==> config.mk <==
export PLATFORM = sky130hd
export DESIGN_NAME = document_type_sniffer_top
export DESIGN_NICKNAME = d
export VERILOG_FILES = /design/src/design/dts_pkg.sv /design/src/design/document_type_sniffer_top.sv
export VERILOG_INCLUDE_DIRS = /design/src /design/src/design
export SDC_FILE = /design/constraint.sdc
export NUM_CORES = 1
export LEC_CHECK = 0
export ABC_AREA = 1
export BUFFER_PORTS_ARGS = -buffer_cell sky130_fd_sc_hd__buf_2
export CELL_PAD_IN_SITES_DETAIL_PLACEMENT = 2
export CELL_PAD_IN_SITES_GLOBAL_PLACEMENT = 2
export CORE_ASPECT_RATIO = 1.4
export CORE_UTILIZATION = 35
export DETAILED_ROUTE_END_ITERATION = 8
export PLACE_DENSITY_LB_ADDON = 0.2
export SYNTH_ARGS = -nofsm -noshare
export SYNTH_HDL_FRONTEND = slang
export SYNTH_SLANG_ARGS = --single-unit
==> constraint.sdc <==
create_clock -name clk -period 2.7 [get_ports clk]
set_clock_uncertainty 0.1 [all_clocks]
set_input_delay 0.405 -clock clk [delete_from_list [all_inputs] [get_ports clk]]
set_output_delay 0.405 -clock clk [all_outputs]
set_load 0.1 [all_outputs]
==> src/design/document_type_sniffer_top_macros.svh <==
// Assertion helpers used by the sniffer RTL.
`ifndef DOCUMENT_TYPE_SNIFFER_TOP_MACROS_SVH
`define DOCUMENT_TYPE_SNIFFER_TOP_MACROS_SVH

`define DTS_ASSERT_IMPL(label, clk, rst_n, ante, cons, msg) \
  label: assert property (@(posedge clk) disable iff (!rst_n) (ante) |-> (cons)) \
    else $error(msg);

`define DTS_ASSERT_NEXT(label, clk, rst_n, ante, cons, msg) \
  label: assert property (@(posedge clk) disable iff (!rst_n) (ante) |=> (cons)) \
    else $error(msg);

`endif

==> src/design/dts_pkg.sv <==
package dts_pkg;

  typedef struct packed {
    logic [7:0] data_byte;
    logic       is_last;
  } in_word_t;

  typedef struct packed {
    logic [2:0] doc_type;
    logic [3:0] encoding_code;
  } out_word_t;

  typedef enum logic [3:0] {
    J_OPEN, J_KEYQ, J_KEY, J_COLON, J_VALUE, J_PASS, J_FAIL
  } json_phase_t;

  typedef enum logic [2:0] {
    X_OPEN, X_AFTER_LT, X_HEADER, X_TAG, X_PASS, X_FAIL
  } xml_phase_t;

  localparam logic [2:0] TYPE_UNKNOWN = 3'd0;
  localparam logic [2:0] TYPE_JSON    = 3'd1;
  localparam logic [2:0] TYPE_XML     = 3'd2;
  localparam logic [2:0] TYPE_TSV     = 3'd3;
  localparam logic [2:0] TYPE_TEXT    = 3'd4;

  localparam logic [3:0] KW_FOUND  = 4'd9;
  localparam logic [3:0] KW_QUOTED = 4'd10;

  localparam logic [1:0] TSV_EQUAL   = 2'd2;
  localparam logic [1:0] TSV_UNEQUAL = 2'd3;

  function automatic logic [7:0] keyword_char(input logic [3:0] pos);
    case (pos)
      4'd0: keyword_char = "e";
      4'd1: keyword_char = "n";
      4'd2: keyword_char = "c";
      4'd3: keyword_char = "o";
      4'd4: keyword_char = "d";
      4'd5: keyword_char = "i";
      4'd6: keyword_char = "n";
      4'd7: keyword_char = "g";
      4'd8: keyword_char = "=";
      default: keyword_char = 8'd0;
    endcase
  endfunction

  function automatic logic [3:0] enc_len(input logic [2:0] k);
    case (k)
      3'd0: enc_len = 4'd5;
      3'd5: enc_len = 4'd6;
      3'd6: enc_len = 4'd6;
      3'd7: enc_len = 4'd10;
      default: enc_len = 4'd8;
    endcase
  endfunction

  // names padded with zeros; only positions below enc_len are compared
  function automatic logic [7:0] enc_char(input logic [2:0] k, input logic [3:0] pos);
    logic [79:0] s;
    s = '0;
    case (k)
      3'd0: s = {"utf-8", 40'd0};
      3'd1: s = {"utf-16be", 16'd0};
      3'd2: s = {"utf-16le", 16'd0};
      3'd3: s = {"utf-32be", 16'd0};
      3'd4: s = {"utf-32le", 16'd0};
      3'd5: s = {"utf-16", 32'd0};
      3'd6: s = {"utf-32", 32'd0};
      3'd7: s = "isolatin-1";
      default: s = '0;
    endcase
    if (pos < 4'd10) enc_char = s[8'(79 - 8 * pos) -: 8];
    else enc_char = 8'd0;
  endfunction

  function automatic logic is_value_start(input logic [7:0] b);
    case (b)
      "[", "]", "{", "}", "E", "-", "+", ".", "'", "\"",
      "0", "1", "2", "3", "4", "5", "6", "7", "8", "9": is_value_start = 1'b1;
      default: is_value_start = 1'b0;
    endcase
  endfunction

endpackage

==> src/design/document_type_sniffer_top.sv <==
// Document type sniffer.
// Input channel: one document byte per word with an is_last flag, valid/stall.
// Result channel: one word (doc_type, encoding_code) per document, sent after
// the word carrying is_last; valid/stall.
// Each byte updates the JSON, XML, TSV and text checkers; a new byte can be
// accepted every cycle while in_stall is low. The result appears in the output
// register in the cycle after the last byte is accepted.
// The output register holds its word while out_stall is high; the input keeps
// flowing as long as the output register is empty or is being drained, so
// in_stall only rises when a result is waiting and the receiver stalls.
// After the last byte all checker state returns to its reset value, ready for
// the next document with no gap.
// Synchronous active-low reset clears all checkers and the output valid.
// Priority of the reported type: json, xml, tsv, text, else unknown.
`include "document_type_sniffer_top_macros.svh"

module document_type_sniffer_top #(
  parameter int TEXT_SCAN_LEN = 1024,
  parameter int HEADER_MAX    = 1024
) (
  input  logic               clk,
  input  logic               rst_n,
  input  logic               in_valid,
  output logic               in_stall,
  input  dts_pkg::in_word_t  in_data,
  output logic               out_valid,
  input  logic               out_stall,
  output dts_pkg::out_word_t out_data
);

  localparam int TIW = $clog2(TEXT_SCAN_LEN + 1);
  localparam int HLW = $clog2(HEADER_MAX + 1);

  dts_pkg::json_phase_t json_r, json_nxt;
  dts_pkg::xml_phase_t  xml_r, xml_nxt;
  logic [1:0]     lines_r, lines_nxt;
  logic [15:0]    tabs_cur_r, tabs_cur_nxt;
  logic [15:0]    tabs_first_r, tabs_first_nxt;
  logic           text_ok_r, text_ok_nxt;
  logic [TIW-1:0] text_idx_r, text_idx_nxt;
  logic [HLW-1:0] hdr_len_r, hdr_len_nxt;
  logic [3:0]     kw_r, kw_nxt;
  logic [7:0]     quote_r, quote_nxt;
  logic [7:0]     cand_r, cand_nxt;
  logic [3:0]     npos_r, npos_nxt;
  logic [3:0]     enc_r, enc_nxt;

  logic               out_valid_r;
  dts_pkg::out_word_t out_data_r, out_data_nxt;
  logic               take;
  logic [7:0]         b, c;
  logic               done;

  assign in_stall  = out_valid_r && out_stall;
  assign take      = in_valid && !in_stall;
  assign out_valid = out_valid_r;
  assign out_data  = out_data_r;
  assign b         = in_data.data_byte;
  assign c         = b | 8'h20;
  assign done      = take && in_data.is_last;

  always_comb begin
    json_nxt = json_r;
    xml_nxt = xml_r;
    lines_nxt = lines_r;
    tabs_cur_nxt = tabs_cur_r;
    tabs_first_nxt = tabs_first_r;
    text_ok_nxt = text_ok_r;
    text_idx_nxt = text_idx_r;
    hdr_len_nxt = hdr_len_r;
    kw_nxt = kw_r;
    quote_nxt = quote_r;
    cand_nxt = cand_r;
    npos_nxt = npos_r;
    enc_nxt = enc_r;

    case (json_r)
      dts_pkg::J_OPEN: json_nxt = (b == "{") ? dts_pkg::J_KEYQ : dts_pkg::J_FAIL;
      dts_pkg::J_KEYQ:
        if (b > 8'd32) json_nxt = (b == "\"") ? dts_pkg::J_KEY : dts_pkg::J_FAIL;
      dts_pkg::J_KEY: if (b == "\"") json_nxt = dts_pkg::J_COLON;
      dts_pkg::J_COLON:
        if (b > 8'd32) json_nxt = (b == ":") ? dts_pkg::J_VALUE : dts_pkg::J_FAIL;
      dts_pkg::J_VALUE:
        if (b > 8'd32)
          json_nxt = dts_pkg::is_value_start(b) ? dts_pkg::J_PASS : dts_pkg::J_FAIL;
      dts_pkg::J_PASS: json_nxt = dts_pkg::J_PASS;
      default: json_nxt = dts_pkg::J_FAIL;
    endcase

    if (b != 8'd0) begin
      case (xml_r)
        dts_pkg::X_OPEN: xml_nxt = (b == "<") ? dts_pkg::X_AFTER_LT : dts_pkg::X_FAIL;
        dts_pkg::X_AFTER_LT: xml_nxt = (b == "?") ? dts_pkg::X_HEADER : dts_pkg::X_TAG;
        dts_pkg::X_HEADER: begin
          if (b == "<") begin
            xml_nxt = dts_pkg::X_FAIL;
          end else if (b == ">") begin
            xml_nxt = (kw_r == dts_pkg::KW_FOUND) ? dts_pkg::X_FAIL : dts_pkg::X_PASS;
          end else if (b > 8'd32) begin
            if ({1'b0, hdr_len_r} + 1'b1 >= (HLW+1)'(HEADER_MAX)) begin
              xml_nxt = dts_pkg::X_FAIL;
            end else begin
              hdr_len_nxt = hdr_len_r + 1'b1;
              if (kw_r < dts_pkg::KW_FOUND) begin
                if (c == dts_pkg::keyword_char(kw_r)) kw_nxt = kw_r + 4'd1;
                else kw_nxt = (c == "e") ? 4'd1 : 4'd0;
              end else if (kw_r == dts_pkg::KW_FOUND) begin
                if (c == "\"" || c == "'") begin
                  quote_nxt = c;
                  kw_nxt = dts_pkg::KW_QUOTED;
                  cand_nxt = 8'hFF;
                  npos_nxt = 4'd0;
                end else begin
                  xml_nxt = dts_pkg::X_FAIL;
                end
              end else if (enc_r == 4'd0 && cand_r != 8'd0) begin
                for (int k = 0; k < 8; k++) begin
                  if (cand_r[k]) begin
                    if (npos_r < dts_pkg::enc_len(3'(k))) begin
                      if (dts_pkg::enc_char(3'(k), npos_r) != c) cand_nxt[k] = 1'b0;
                    end else if (npos_r == dts_pkg::enc_len(3'(k)) && c == quote_r) begin
                      enc_nxt = 4'(k + 1);
                    end else begin
                      cand_nxt[k] = 1'b0;
                    end
                  end
                end
                if (npos_r < 4'd15) npos_nxt = npos_r + 4'd1;
              end
            end
          end
        end
        dts_pkg::X_TAG:
          if (b == "<") xml_nxt = dts_pkg::X_FAIL;
          else if (b == ">") xml_nxt = dts_pkg::X_PASS;
        dts_pkg::X_PASS: xml_nxt = dts_pkg::X_PASS;
        default: xml_nxt = dts_pkg::X_FAIL;
      endcase
    end

    if (lines_r < 2'd2) begin
      if (b == 8'h0A) begin
        if (lines_r == 2'd0) begin
          tabs_first_nxt = tabs_cur_r;
          lines_nxt = 2'd1;
        end else begin
          lines_nxt = (tabs_first_r == tabs_cur_r) ? dts_pkg::TSV_EQUAL
                                                   : dts_pkg::TSV_UNEQUAL;
        end
        tabs_cur_nxt = 16'd0;
      end else if (b == 8'h09 && tabs_cur_r != 16'hFFFF) begin
        tabs_cur_nxt = tabs_cur_r + 16'd1;
      end
    end

    if (text_idx_r < TIW'(TEXT_SCAN_LEN)) begin
      text_idx_nxt = text_idx_r + 1'b1;
      if (b != 8'd0 && b < 8'd32 && b != 8'h09 && b != 8'h0A && b != 8'h0D)
        text_ok_nxt = 1'b0;
    end

    out_data_nxt.encoding_code = 4'd0;
    if (json_nxt == dts_pkg::J_PASS) begin
      out_data_nxt.doc_type = dts_pkg::TYPE_JSON;
    end else if (xml_nxt == dts_pkg::X_PASS) begin
      out_data_nxt.doc_type = dts_pkg::TYPE_XML;
      out_data_nxt.encoding_code = enc_nxt;
    end else if (lines_nxt == dts_pkg::TSV_EQUAL) begin
      out_data_nxt.doc_type = dts_pkg::TYPE_TSV;
    end else if (text_ok_nxt) begin
      out_data_nxt.doc_type = dts_pkg::TYPE_TEXT;
    end else begin
      out_data_nxt.doc_type = dts_pkg::TYPE_UNKNOWN;
    end
  end

  always_ff @(posedge clk) begin
    if (!rst_n || done) begin
      json_r <= dts_pkg::J_OPEN;
      xml_r <= dts_pkg::X_OPEN;
      lines_r <= 2'd0;
      tabs_cur_r <= 16'd0;
      tabs_first_r <= 16'd0;
      text_ok_r <= 1'b1;
      text_idx_r <= '0;
      hdr_len_r <= '0;
      kw_r <= 4'd0;
      quote_r <= 8'd0;
      cand_r <= 8'hFF;
      npos_r <= 4'd0;
      enc_r <= 4'd0;
    end else if (take) begin
      json_r <= json_nxt;
      xml_r <= xml_nxt;
      lines_r <= lines_nxt;
      tabs_cur_r <= tabs_cur_nxt;
      tabs_first_r <= tabs_first_nxt;
      text_ok_r <= text_ok_nxt;
      text_idx_r <= text_idx_nxt;
      hdr_len_r <= hdr_len_nxt;
      kw_r <= kw_nxt;
      quote_r <= quote_nxt;
      cand_r <= cand_nxt;
      npos_r <= npos_nxt;
      enc_r <= enc_nxt;
    end
  end

  always_ff @(posedge clk) begin
    if (!rst_n) begin
      out_valid_r <= 1'b0;
    end else if (done) begin
      out_valid_r <= 1'b1;
    end else if (!out_stall) begin
      out_valid_r <= 1'b0;
    end
  end

  always_ff @(posedge clk) begin
    if (done) begin
      out_data_r <= out_data_nxt;
    end
  end

  `DTS_ASSERT_NEXT(a_result_after_last, clk, rst_n, done, out_valid_r, "no result after last word")
  `DTS_ASSERT_IMPL(a_enc_only_xml, clk, rst_n, out_valid_r && out_data_r.doc_type != dts_pkg::TYPE_XML, out_data_r.encoding_code == 4'd0, "encoding on non-xml result")
  `DTS_ASSERT_NEXT(a_clear_after_last, clk, rst_n, done, json_r == dts_pkg::J_OPEN && xml_r == dts_pkg::X_OPEN && text_idx_r == '0, "state not cleared")
  `DTS_ASSERT_IMPL(a_stall_only_full, clk, rst_n, in_stall, out_valid_r, "input stalled with empty output")

endmodule
### Word level (Yosys, flattened, before mapping)

Memory sizes are Yosys's and may differ from the RTL's. A register that Yosys moved wholly into a read port is not among the register bits.
Cells that the tools add are included.

* bits in registers: 100
* ROM bits: 112
* input port bits: 13
* output and inout port bits: 9
* word-level logic and storage cells: 641
* memories: 1

* add/subtract/negate cells: 7
* magnitude comparators: 16
* equal/unequal tests: 67
* shift operators: 8
* mux-type cells: 477
* bitwise operators: 5
* reductions and logical operators: 43

Memories
* (no name shown): depth 16, bits a word 7, rd ports 1, clocked after Yosys merged registers in 1, write ports 0, RTL line dts_pkg.sv:34 `case (pos)`

Operators by type and width (count)
* $mux W80: 88
* $mux W4: 215
* $mux W8: 106
* $shiftx A87 B9 Y8: 8
* $eq A8 B6 Y1 const B: 19
* $ne A8 B8 Y1: 8
* $mux W1: 43
* $mux W3: 14
* $eq A8 B7 Y1 const B: 5
* $eq A4 B4 Y1: 8
* $lt A4 B4 Y1: 8
* $mux W16: 2
* $ne A8 B4 Y1 const B: 3
* $pmux W4 S6: 1
* $add A11 B1 Y11 const B: 2
* $reduce_and A10 Y1: 2
* $reduce_or A20 Y1: 1
* $logic_and A1 B1 Y1: 17
* $add A16 B1 Y16 const B: 1
* $eq A16 B16 Y1: 1
* $eq A8 B4 Y1 const B: 2
* $eq A8 B8 Y1: 2
* $ne A16 B16 Y1 const B: 1
* $reduce_bool A8 Y1: 2
* other kinds (38): 64

### Depth between registers and ports, before layout

Gate-level depths: netlist of the first run.

* depth after elaboration: 58
* gate-level depth with buffers: 19
* depth with buffers taken out: 18

### Worst setup path before layout of the first run

Ideal clock, no wire load.

* path type: register to register
* from: register out_valid_r, in the netlist out_valid
* to: register with a tool-made name
* library setup time: 0.112 ns
* arrival time: 2.585 ns
* data required time: 2.488 ns
* path slack: -0.098 ns
* stages on the path, launching flop included: 15
* buffers on the path: 0
* clock period less this slack: 2.798 ns
* cells stage by stage: dfxtp_1 -> nand2_1 -> nand2_2 -> inv_2 -> nand2_1 -> nand2_1 -> inv_2 -> nand2_1 -> nor2_2 -> inv_1 -> ha_1 -> nand3_1 -> nand2_1 -> nand2_1 -> nand2_1

RTL lines
* start, declared: RTL line document_type_sniffer_top.sv:48 `logic out_valid_r;`
* start signal, assigned: RTL line document_type_sniffer_top.sv:212 `out_valid_r <= 1'b0;`
* start signal, assigned: RTL line document_type_sniffer_top.sv:214 `out_valid_r <= 1'b1;`
* start signal, assigned: RTL line document_type_sniffer_top.sv:216 `out_valid_r <= 1'b0;`

==> results of run 1 <==
-- placed cells by master, fill, tap and decap left out, types with 4 or more instances in the layout --
cell type	n
edfxtp_1	7
dfxtp_1	98
buf_4	24
clkbuf_16	9
inv_2	18
xor2_1	27
nand2_1	253
nand4_1	26
o21ai_0	64
o211ai_1	6
nor2_2	16
nand2_4	4
nor4_1	6
nand2_2	17
a21oi_1	67
nor3_1	29
nor2_1	132
xnor2_1	6
nor2_4	7
o31ai_1	4
ha_1	19
inv_1	125
a31oi_1	4
buf_2	21
nand3_1	67
-- through the flow --
step | total power [mW] | cell area [um^2] | hold WS, ns | util, %
6_report | 3.44 | 7820 | 0.200 | 40.2
5_1_grt | 3.57 | 7820 | 0.235 | 40.2
4_1_cts | 3.48 | 7810 | 0.204 | 40.2
3_5_place_dp | 2.09 | 7510 | 0.353 | 38.6
3_3_place_gp | 2.08 | 7510 | 0.338 | 38.6
2_1_floorplan | 1.97 | 7010 | 0.325 | -
-- worst register-to-register path, cell delays in order (launching register included) --
cell and delay (ns):
dfxtp_1 0.36, ha_2 0.23, nand3_1 0.12, nor2_2 0.17, nand2_1 0.07, nand2_1 0.07
nand2_2 0.08, nand2_2 0.11, inv_2 0.07, nand3_4 0.11, nor2_1 0.09, nor2_2 0.15
inv_1 0.09, ha_1 0.30, nand3_1 0.08, nand2_1 0.06, nand2_1 0.06, nand2_1 0.04
-- layer usage --
| layer | part of all wire, % | wire [um] | vias up |
|---|---|---|---|
| met5 | 0 | 0 | - |
| met4 | 4.0 | 1010 | 0 |
| met3 | 1.4 | 361 | 55 |
| met2 | 56 | 14200 | 72 |
| met1 | 39 | 9790 | 3551 |
| li1 | - | - | 3514 |
-- kinds of logic after synthesis --
kind of cell | count (synthesis) | synth area share, %
XOR/XNOR | 33 | 4.12
AND/OR/NAND/NOR | 578 | 38.4
buffers and inverters | 168 | 9.81
adder cells (fa/ha/maj) | 20 | 3.57
AO/OA/AOI/OAI | 161 | 12.5
flip-flops | 107 | 31.5
-- worst paths after layout --
path / end / cells past startpoint
worst max-delay path: register / 17
worst min-delay path: out_valid / 3
worst max register to register: register / 17
worst min register to register: cand_r[7] / 2
-- final cells by class --
cell class              count  area [um^2]
well taps                 248          310
repair buffers             47          325
clock inverters             7         70.1
clock buffers               9          225
fillers                  2443        11600
multi-input cells         792         4130
flip-flops and latches    107         2210
inverters                 145          552
-- registers in the layout, indices dropped and copies added (netlist names), named ones only --
register	count
kw_r	4
lines_r	2
json_r	4
enc_r	4
out_data	7
out_valid	1
xml_r	3
quote_r	8
text_ok_r	1
tabs_first_r	16
npos_r	4
tabs_cur_r	16
cand_r	8
text_idx_r	11
hdr_len_r	11
-- what timing repair did --
item                       CTS  global route
gates resized for setup      0             7
hold buffers                 0             0
setup endpoints to repair    0             5
-- power groups by stage --
stage | clock network (mW) | registers, mW | logic [mW]
floorplan | 0 | 1.72 | 0.248
global placement | 0 | 1.68 | 0.401
detailed placement | 0 | 1.68 | 0.413
CTS | 1.42 | 1.64 | 0.421
global route | 1.47 | 1.64 | 0.458
finish | 1.38 | 1.64 | 0.417
==> flow_metrics.py, run 1 <==
metrics = {
    "run_status": {
        "status": "finished clean",
    },
    "detailed_routing": {
        "dr.pass1.iters": 4,
        "ant_nets": 0,
        "vias": 7192,
        "routed_via_density": 5.31,
        "drc": 0,
        "wl_per_cell_um": 18.7,
        "routed_wirelength_um": 25400,
        "drt_iter0_drc": 220,
    },
    "synth": {
        "synthArstFlopShare_pct": 0,
        "ys_top_cells_by_area": "dfxtp_1 29%, nand2_1 14%, nor2_1 7.1%",
        "synth-edff-count": 7,
        "synth_seq_area_share_pct": 31.5,
        "synth-seq-cells": 107,
        "synth_ff_type": "dfxtp_1",
        "synth_cell_types": 51,
        "yosysWarnings": 0,
        "synth_top_area_share_pct": 28.6,
        "syn_avg_cell_area_um2": 6.57,
        "synth_top_area_cell": "dfxtp_1",
        "syn_nets": 1100,
        "yosys.cell_count.top_type": "nand2_1",
        "synth_area_mm2": 0.00701,
        "synth_common_cells": "253 x nand2_1, 133 x nor2_1, 127 x inv_1, 100 x dfxtp_1, 68 x a21oi_1",
        "synthCells": 1067,
    },
    "global_routing": {
        "grt_pass1_wl_um": 41000,
        "grt_antenna_before_repair": 0,
        "met2_usage_pct": 51.2,
        "grt_usage_pct": 25.8,
        "gr-usage-met3_pct": 2.96,
        "grt_remaining_overflow": 0,
        "grt-busiest-layer": "met2",
        "grt_use_met1_pct": 26.1,
        "grt_pass1_vias": 7964,
        "grt_max_degree": 52,
    },
    "timing": {
        "hold_violations": 0,
        "fin_ws_ns": 0.225,
        "slew-limit-headroom_pct": 57.7,
        "grt_setup_unrepaired": "true",
        "setup_viol": 0,
        "fmaxAchievable_ghz": 0.404,
        "post-route-period-util_pct": 91.7,
        "fin_tns_setup_ns": 0,
        "period_minus_slack_ns": 2.47,
        "drv_slew": 0,
        "worst_pin_slew_ns": 0.629,
    },
    "floorplan": {
        "fp-row-count": 60,
        "num_io_pins": 22,
        "dieArea_mm2": 0.0206,
        "coreArea_mm2": 0.0194,
        "start_util_pct": 36.1,
        "die_x_um": 122,
        "fp.dieH_um": 169,
    },
    "critical_path": {
        "cp_common_cell": "nand2_1",
        "crit_fanout": 6,
        "slowest_stage": "dfxtp_1",
        "cp_slowest_stage_delay_ns": 0.36,
        "crit_arrival_ns": 2.65,
        "r2r-start": "hdr_len_r[1]",
        "crit_required_ns": 2.87,
        "path_class": "register to register",
        "worst-path-buf-inv": 2,
        "r2r_slack_ns": 0.23,
        "path_cells": "ha_2 > nand3_1 > nor2_2 > nand2_1 > nand2_1 > nand2_2 > nand2_2 > inv_2 > nand3_4 > nor2_1 > nor2_2 > inv_1 > ha_1 > nand3_1 > nand2_1 > nand2_1 > nand2_1",
        "cp_top_family": "simple AND/OR/NAND/NOR gates",
        "worstSetupStartpointType": "register",
        "end_kind": "register",
        "worstSetupStartpoint": "hdr_len_r[1]",
    },
    "clock_tree": {
        "cts_tree": "done",
        "clk_pin_slew_ns": 0.08,
        "max-clock-path-buffers": 2,
        "clockRootBuffer": "clkbuf_16",
        "cts_num_sinks": 107,
        "cts_setup_buffers": 0,
        "numCtsBuffers": 9,
        "clk-insertion-delay-late_ns": 0.37,
        "htree_levels": 3,
    },
    "layout": {
        "nets": 1135,
        "instances_no_fill": 1355,
        "synthToLayoutAreaGrowth_pct": 11.6,
        "diodes": 0,
        "drive_above_1_share_pct": 13.3,
    },
    "pwr": {
        "switching_share_pct": 30.7,
        "power_frac_seq_pct": 47.7,
        "intPower_mw": 2.38,
        "p_leak_nw": 3.44,
        "p_sw_mw": 1.05,
        "comb_power_share_pct": 12.1,
        "clkPwrFrac_pct": 40.2,
        "irDropWorstVdd_mv": 0.301,
        "power_density_mw_per_mm2": 440,
    },
    "placed_design": {
        "gp_congestion": 0.879,
        "hpwl_um": 19500,
        "placed_cells": 1339,
        "portBuffers": 21,
        "place_ws_ns": 0.0640,
    },
    "min_path": {
        "hold_path.class": "primary input to register",
        "min-delay-start": "rst_n",
    },
    "flow_run": {
        "max_cap_violations": 0,
    },
}
Power figures use the tool's default switching activity.
==> run 2, diff against run 1 <==
--- a/config.mk
+++ b/config.mk
@@ -14,6 +14,7 @@
 export CORE_UTILIZATION = 35
 export DETAILED_ROUTE_END_ITERATION = 8
 export PLACE_DENSITY_LB_ADDON = 0.2
+export SETUP_SLACK_MARGIN = 0.5
 export SYNTH_ARGS = -nofsm -noshare
 export SYNTH_HDL_FRONTEND = slang
 export SYNTH_SLANG_ARGS = --single-unit
==> flow_metrics.py, run 2 (synthesized netlist as in run 1, its figures left out) <==
metrics = {
    "floorplan": {
        "coreArea_mm2": 0.0194,
        "fp-row-count": 60,
        "die_x_um": 122,
        "num_io_pins": 22,
        "dieArea_mm2": 0.0206,
        "fp.dieH_um": 169,
        "start_util_pct": 36.1,
    },
    "placed_design": {
        "portBuffers": 21,
        "hpwl_um": 20000,
        "gp_congestion": 0.955,
    },
    "detailed_routing": {
        "dr.pass1.iters": 5,
        "routed_via_density": 5.65,
        "wl_per_cell_um": 24.4,
        "ant_nets": 0,
        "vias": 7843,
        "drc": 0,
        "drt_iter0_drc": 374,
        "routed_wirelength_um": 33900,
    },
    "critical_path": {
        "r2r-start": "npos_r[1]",
        "crit_arrival_ns": 2.63,
        "worstSetupStartpoint": "in_data[3]",
        "reg2reg_to": "out_data[1]",
        "path_cells": "buf_4 > inv_1 > nor3_1 > nand3_1 > nor2_1 > a21oi_1 > nand3_1 > a21oi_1 > nand2_1 > nor3_2",
        "crit_required_ns": 2.79,
        "end_kind": "register",
        "r2r_slack_ns": 0.33,
        "path_class": "primary input to register",
        "crit_path_end": "out_data[6]",
        "cp_slowest_stage_delay_ns": 0.50,
        "slowest_stage": "a21oi_1",
        "crit_fanout": 11,
        "worstSetupStartpointType": "primary input",
        "reg2reg_depth": 12,
    },
    "timing": {
        "worst_pin_slew_ns": 0.599,
        "slew-limit-headroom_pct": 59.7,
        "drv_slew": 0,
        "fin_tns_setup_ns": 0,
        "grt_setup_unrepaired": "true",
        "period_minus_slack_ns": 2.54,
        "setup_viol": 0,
        "hold_violations": 0,
        "holdWs_ns": 0.228,
        "fmaxAchievable_ghz": 0.394,
        "post-route-period-util_pct": 93.9,
    },
    "pwr": {
        "comb_power_share_pct": 14.2,
        "power_density_mw_per_mm2": 410,
        "irDropWorstVdd_mv": 0.373,
        "clkPwrFrac_pct": 39.5,
        "intPower_mw": 2.39,
        "power_frac_seq_pct": 46.3,
        "switching_share_pct": 32.5,
        "p_total_mw": 3.54,
        "p_leak_nw": 3.69,
        "p_sw_mw": 1.15,
    },
    "clock_tree": {
        "htree_levels": 3,
        "hold_buffers": 0,
        "cts_num_sinks": 107,
        "cts_tree": "done",
        "numCtsBuffers": 9,
        "clk-insertion-delay-late_ns": 0.38,
        "clockRootBuffer": "clkbuf_16",
        "clk_pin_slew_ns": 0.08,
        "max-clock-path-buffers": 2,
    },
    "run_status": {
        "status": "finished clean",
    },
    "global_routing": {
        "grt_usage_pct": 27.3,
        "grt_pass1_wl_um": 43000,
        "grt_antenna_before_repair": 0,
        "grt_pass1_vias": 8172,
        "grt_max_degree": 35,
        "grt_remaining_overflow": 0,
    },
    "layout": {
        "layout_common_cells": "220 x nand2_1, 114 x inv_1, 112 x nor2_1",
        "final_common_cell": "nand2_1",
        "nFillCells": 2259,
        "drive_above_1_share_pct": 26.0,
        "diodes": 0,
        "final_core_util_pct": 44.5,
        "nets": 1168,
        "top_regs": "tabs_cur_r x16, tabs_first_r x16",
        "synthToLayoutAreaGrowth_pct": 23.3,
    },
    "min_path": {
        "hold_path.class": "primary input to register",
    },
    "flow_run": {
        "max_cap_violations": 0,
    },
}
==> run 2: cell count changes in the layout (fill, tap and decap cells not counted), sizes merged <==
cell,before,now
clkinvlp,1,2
clkbuf,9,10
inv,149,148
buf,47,79
==> run 2: per-layer routing <==
layer / track usage (%) / part of all wire [%] / wire, um / up-vias
met5: 0 / 0 / 0 / -
met4: 14.8 / 6.3 / 2130 / 0
met3: 3.13 / 3.1 / 1060 / 116
met2: 53.8 / 54 / 18200 / 201
met1: 27.0 / 37 / 12500 / 3943
li1: - / - / - / 3583
==> run 2: power by group through the flow <==
stage / clock, mW / sequential, mW / combinational, mW
2_1_floorplan: 0 / 1.72 / 0.250
5_1_grt: 1.48 / 1.64 / 0.533
4_1_cts: 1.38 / 1.64 / 0.444
3_3_place_gp: 0 / 1.68 / 0.404
6_report: 1.40 / 1.64 / 0.502
3_5_place_dp: 0 / 1.68 / 0.416
==> run 2: critical path: cells and delay by family <==
family | cells | cell delay (ns)
AO/OA/AOI/OAI | 2 | 0.70
AND/OR/NAND/NOR | 6 | 1.12
buffers and inverters | 2 | 0.39
==> run 2: final cells by class <==
type | instances | area [um^2] | area share [%]
multi-input cells | 792 | 4640 | 53.7
flip-flops and latches | 107 | 2250 | 26.0
repair buffers | 80 | 588 | 6.80
inverters | 145 | 567 | 6.56
well taps | 248 | 310 | 3.59
clock buffers | 9 | 225 | 2.61
clock inverters | 7 | 62.6 | 0.724
==> run 2: worst min-delay path by stage <==
stage | from | slack (ns) | depth (start not counted) | to
final | rst_n | 0.23 | 3 | out_valid
after global routing | rst_n | 0.22 | 3 | out_valid
after CTS | rst_n | 0.20 | 3 | out_valid
after detailed placement | cand_r[7] | 0.35 | 2 | cand_r[7]
after global placement | cand_r[7] | 0.34 | 2 | cand_r[7]
after floorplan | cand_r[7] | 0.33 | 2 | cand_r[7]
==> run 2: per-stage QoR <==
stage / setup slack, ns / cell area [um^2] / std cells
6_report: 0.165 / 8640 / 1388
5_1_grt: 0.0950 / 8640 / 1388
4_1_cts: 0.470 / 8140 / 1368
3_5_place_dp: -0.0227 / 7530 / 1340
3_3_place_gp: 0.107 / 7530 / 1340
2_1_floorplan: 0.474 / 7030 / 1067
==> run 2: timing repair <==
action	CTS	global route
buffers inserted	12	20
pin swaps	9	55
gates resized for setup	72	106
setup endpoints to repair	34	34
==> run 3, diff against run 2 <==
==> constraint.sdc (replaced) <==
create_clock -name clk -period 2.9 [get_ports clk]
set_clock_uncertainty 0.1 [all_clocks]
set_input_delay 0.435 -clock clk [delete_from_list [all_inputs] [get_ports clk]]
set_output_delay 0.435 -clock clk [all_outputs]
set_load 0.1 [all_outputs]
==> flow_metrics.py, run 3 (synthesized netlist as in run 1, its figures left out) <==
metrics = {
    "run_status": {
        "status": "finished clean",
    },
    "pwr": {
        "switching_share_pct": 29.1,
        "intPower_mw": 2.25,
        "comb_power_share_pct": 12.6,
        "p_sw_mw": 0.924,
        "irDropWorstVdd_mv": 0.269,
        "power_frac_seq_pct": 48.1,
        "power_density_mw_per_mm2": 393,
        "p_leak_nw": 3.50,
        "clkPwrFrac_pct": 39.2,
        "p_total_mw": 3.18,
    },
    "detailed_routing": {
        "routed_wirelength_um": 25900,
        "vias": 7280,
        "routed_via_density": 5.33,
        "drc": 0,
        "wl_per_cell_um": 18.9,
        "dr.pass1.iters": 4,
        "drt_iter0_drc": 275,
        "ant_nets": 0,
    },
    "global_routing": {
        "grt_pass1_wl_um": 39600,
        "grt_usage_pct": 25.0,
        "grt_pass1_vias": 7738,
        "grt_antenna_before_repair": 0,
        "grt_max_degree": 52,
        "grt_remaining_overflow": 0,
    },
    "min_path": {
        "hold_path.class": "primary input to register",
    },
    "clock_tree": {
        "clk_pin_slew_ns": 0.08,
        "htree_levels": 3,
        "hold_buffers": 0,
        "cts_num_sinks": 107,
        "numCtsBuffers": 9,
        "clockRootBuffer": "clkbuf_16",
        "clk-insertion-delay-late_ns": 0.36,
        "max-clock-path-buffers": 2,
        "cts_tree": "done",
    },
    "critical_path": {
        "crit_fanout": 11,
        "crit_arrival_ns": 2.61,
        "cp_common_cell": "nand2_1",
        "path_class": "primary input to register",
        "slowest_stage": "ha_1",
        "worstSetupStartpointType": "primary input",
        "cp_slowest_stage_delay_ns": 0.30,
        "end_kind": "register",
        "worst-path-buf-inv": 3,
        "path_cells": "buf_4 > clkinvlp_4 > nand2_1 > o21ai_0 > nor2_1 > nand3_1 > nand2_1 > nand2_1 > nor2_1 > nor2_2 > nor2_2 > inv_2 > ha_1 > nand3_1 > nand2_1 > nand2_1 > nand2_1",
        "crit_required_ns": 3.06,
        "cp_top_family": "simple AND/OR/NAND/NOR gates",
    },
    "floorplan": {
        "num_io_pins": 22,
        "coreArea_mm2": 0.0194,
        "die_x_um": 122,
        "fp.dieH_um": 169,
        "start_util_pct": 36.1,
        "dieArea_mm2": 0.0206,
        "fp-row-count": 60,
    },
    "placed_design": {
        "hpwl_um": 19000,
        "portBuffers": 21,
        "gp_congestion": 0.914,
        "place_ws_ns": 0.158,
    },
    "timing": {
        "post-route-period-util_pct": 84.5,
        "setup_viol": 0,
        "period_minus_slack_ns": 2.45,
        "drv_slew": 0,
        "grt_setup_unrepaired": "true",
        "slew-limit-headroom_pct": 50.8,
        "holdWs_ns": 0.210,
        "fmaxAchievable_ghz": 0.408,
        "worst_pin_slew_ns": 0.731,
        "fin_tns_setup_ns": 0,
        "fin_ws_ns": 0.449,
        "hold_violations": 0,
    },
    "layout": {
        "synthToLayoutAreaGrowth_pct": 15.3,
        "drive_above_1_share_pct": 18.2,
        "nets": 1146,
        "layout_common_cells": "248 x nand2_1, 120 x nor2_1, 118 x inv_1",
        "diodes": 0,
        "top_regs": "tabs_cur_r x16, tabs_first_r x16",
        "final_common_cell": "nand2_1",
    },
    "flow_run": {
        "max_cap_violations": 0,
    },
}
[run 3: changes by cell type in the layout (fill, tap and decap cells not counted), moves of 5 or more]
cell | before | now
dfxtp_1 | 81 | 89
nand3_2 | 13 | 3
nand2_2 | 37 | 21
ha_1 | 10 | 16
inv_4 | 7 | 2
nand2_1 | 220 | 248
buf_4 | 54 | 35
nand2_4 | 17 | 5
nand3_1 | 54 | 64
nor2_4 | 22 | 11
nor2_1 | 112 | 120
[run 3: routing by layer]
metal | vias to the layer above | part of all wire, % | track usage (%)
li1 | 3537 | - | -
met3 | 63 | 1.8 | 2.59
met2 | 88 | 54 | 48.8
met5 | - | 0 | 0
met4 | 0 | 4.2 | 11.4
met1 | 3592 | 40 | 26.0
[run 3: worst paths after layout]
path                                  from        end  slack (ns)  depth (start not counted)
worst max-delay path            in_data[3]   register        0.45                         17
worst max register to register     kw_r[1]   register        0.51                         16
worst min-delay path                 rst_n  out_valid        0.21                          3
worst min register to register   cand_r[7]  cand_r[7]        0.36                          2
[run 3: metrics by stage]
step | util [%] | area (um^2) | std cells
floorplan | - | 7020 | 1067
global placement | 38.3 | 7450 | 1332
detailed placement | 38.3 | 7450 | 1332
CTS | 40.6 | 7890 | 1355
global route | 41.6 | 8080 | 1366
finish | 41.6 | 8080 | 1366
[run 3: final cells by class]
class,instances,area [um^2]
flip-flops and latches,107,2230
inverters,145,558
well taps,248,310
multi-input cells,793,4300
clock buffers,12,256
clock inverters,4,32.5
repair buffers,57,402
fillers,2397,11400
[run 3: repair_timing]
action | 4_1_cts | 5_1_grt
setup endpoints to repair | 13 | 29
pin swaps | 5 | 8
resized for setup | 29 | 42
cloned | 0 | 1
buffers inserted | 7 | 10
[run 3: worst min-delay path, cell delays in order]
cell	delay, ns
buf_2	0.09
o21ai_0	0.07
inv_1	0.05
[run 3: power by group through the flow]
stage	Sequential, mW	Clock [mW]	Combinational, mW
3_3_place_gp	1.56	0	0.368
6_report	1.53	1.25	0.401
4_1_cts	1.53	1.28	0.390
2_1_floorplan	1.60	0	0.231
3_5_place_dp	1.56	0	0.379
5_1_grt	1.53	1.33	0.439
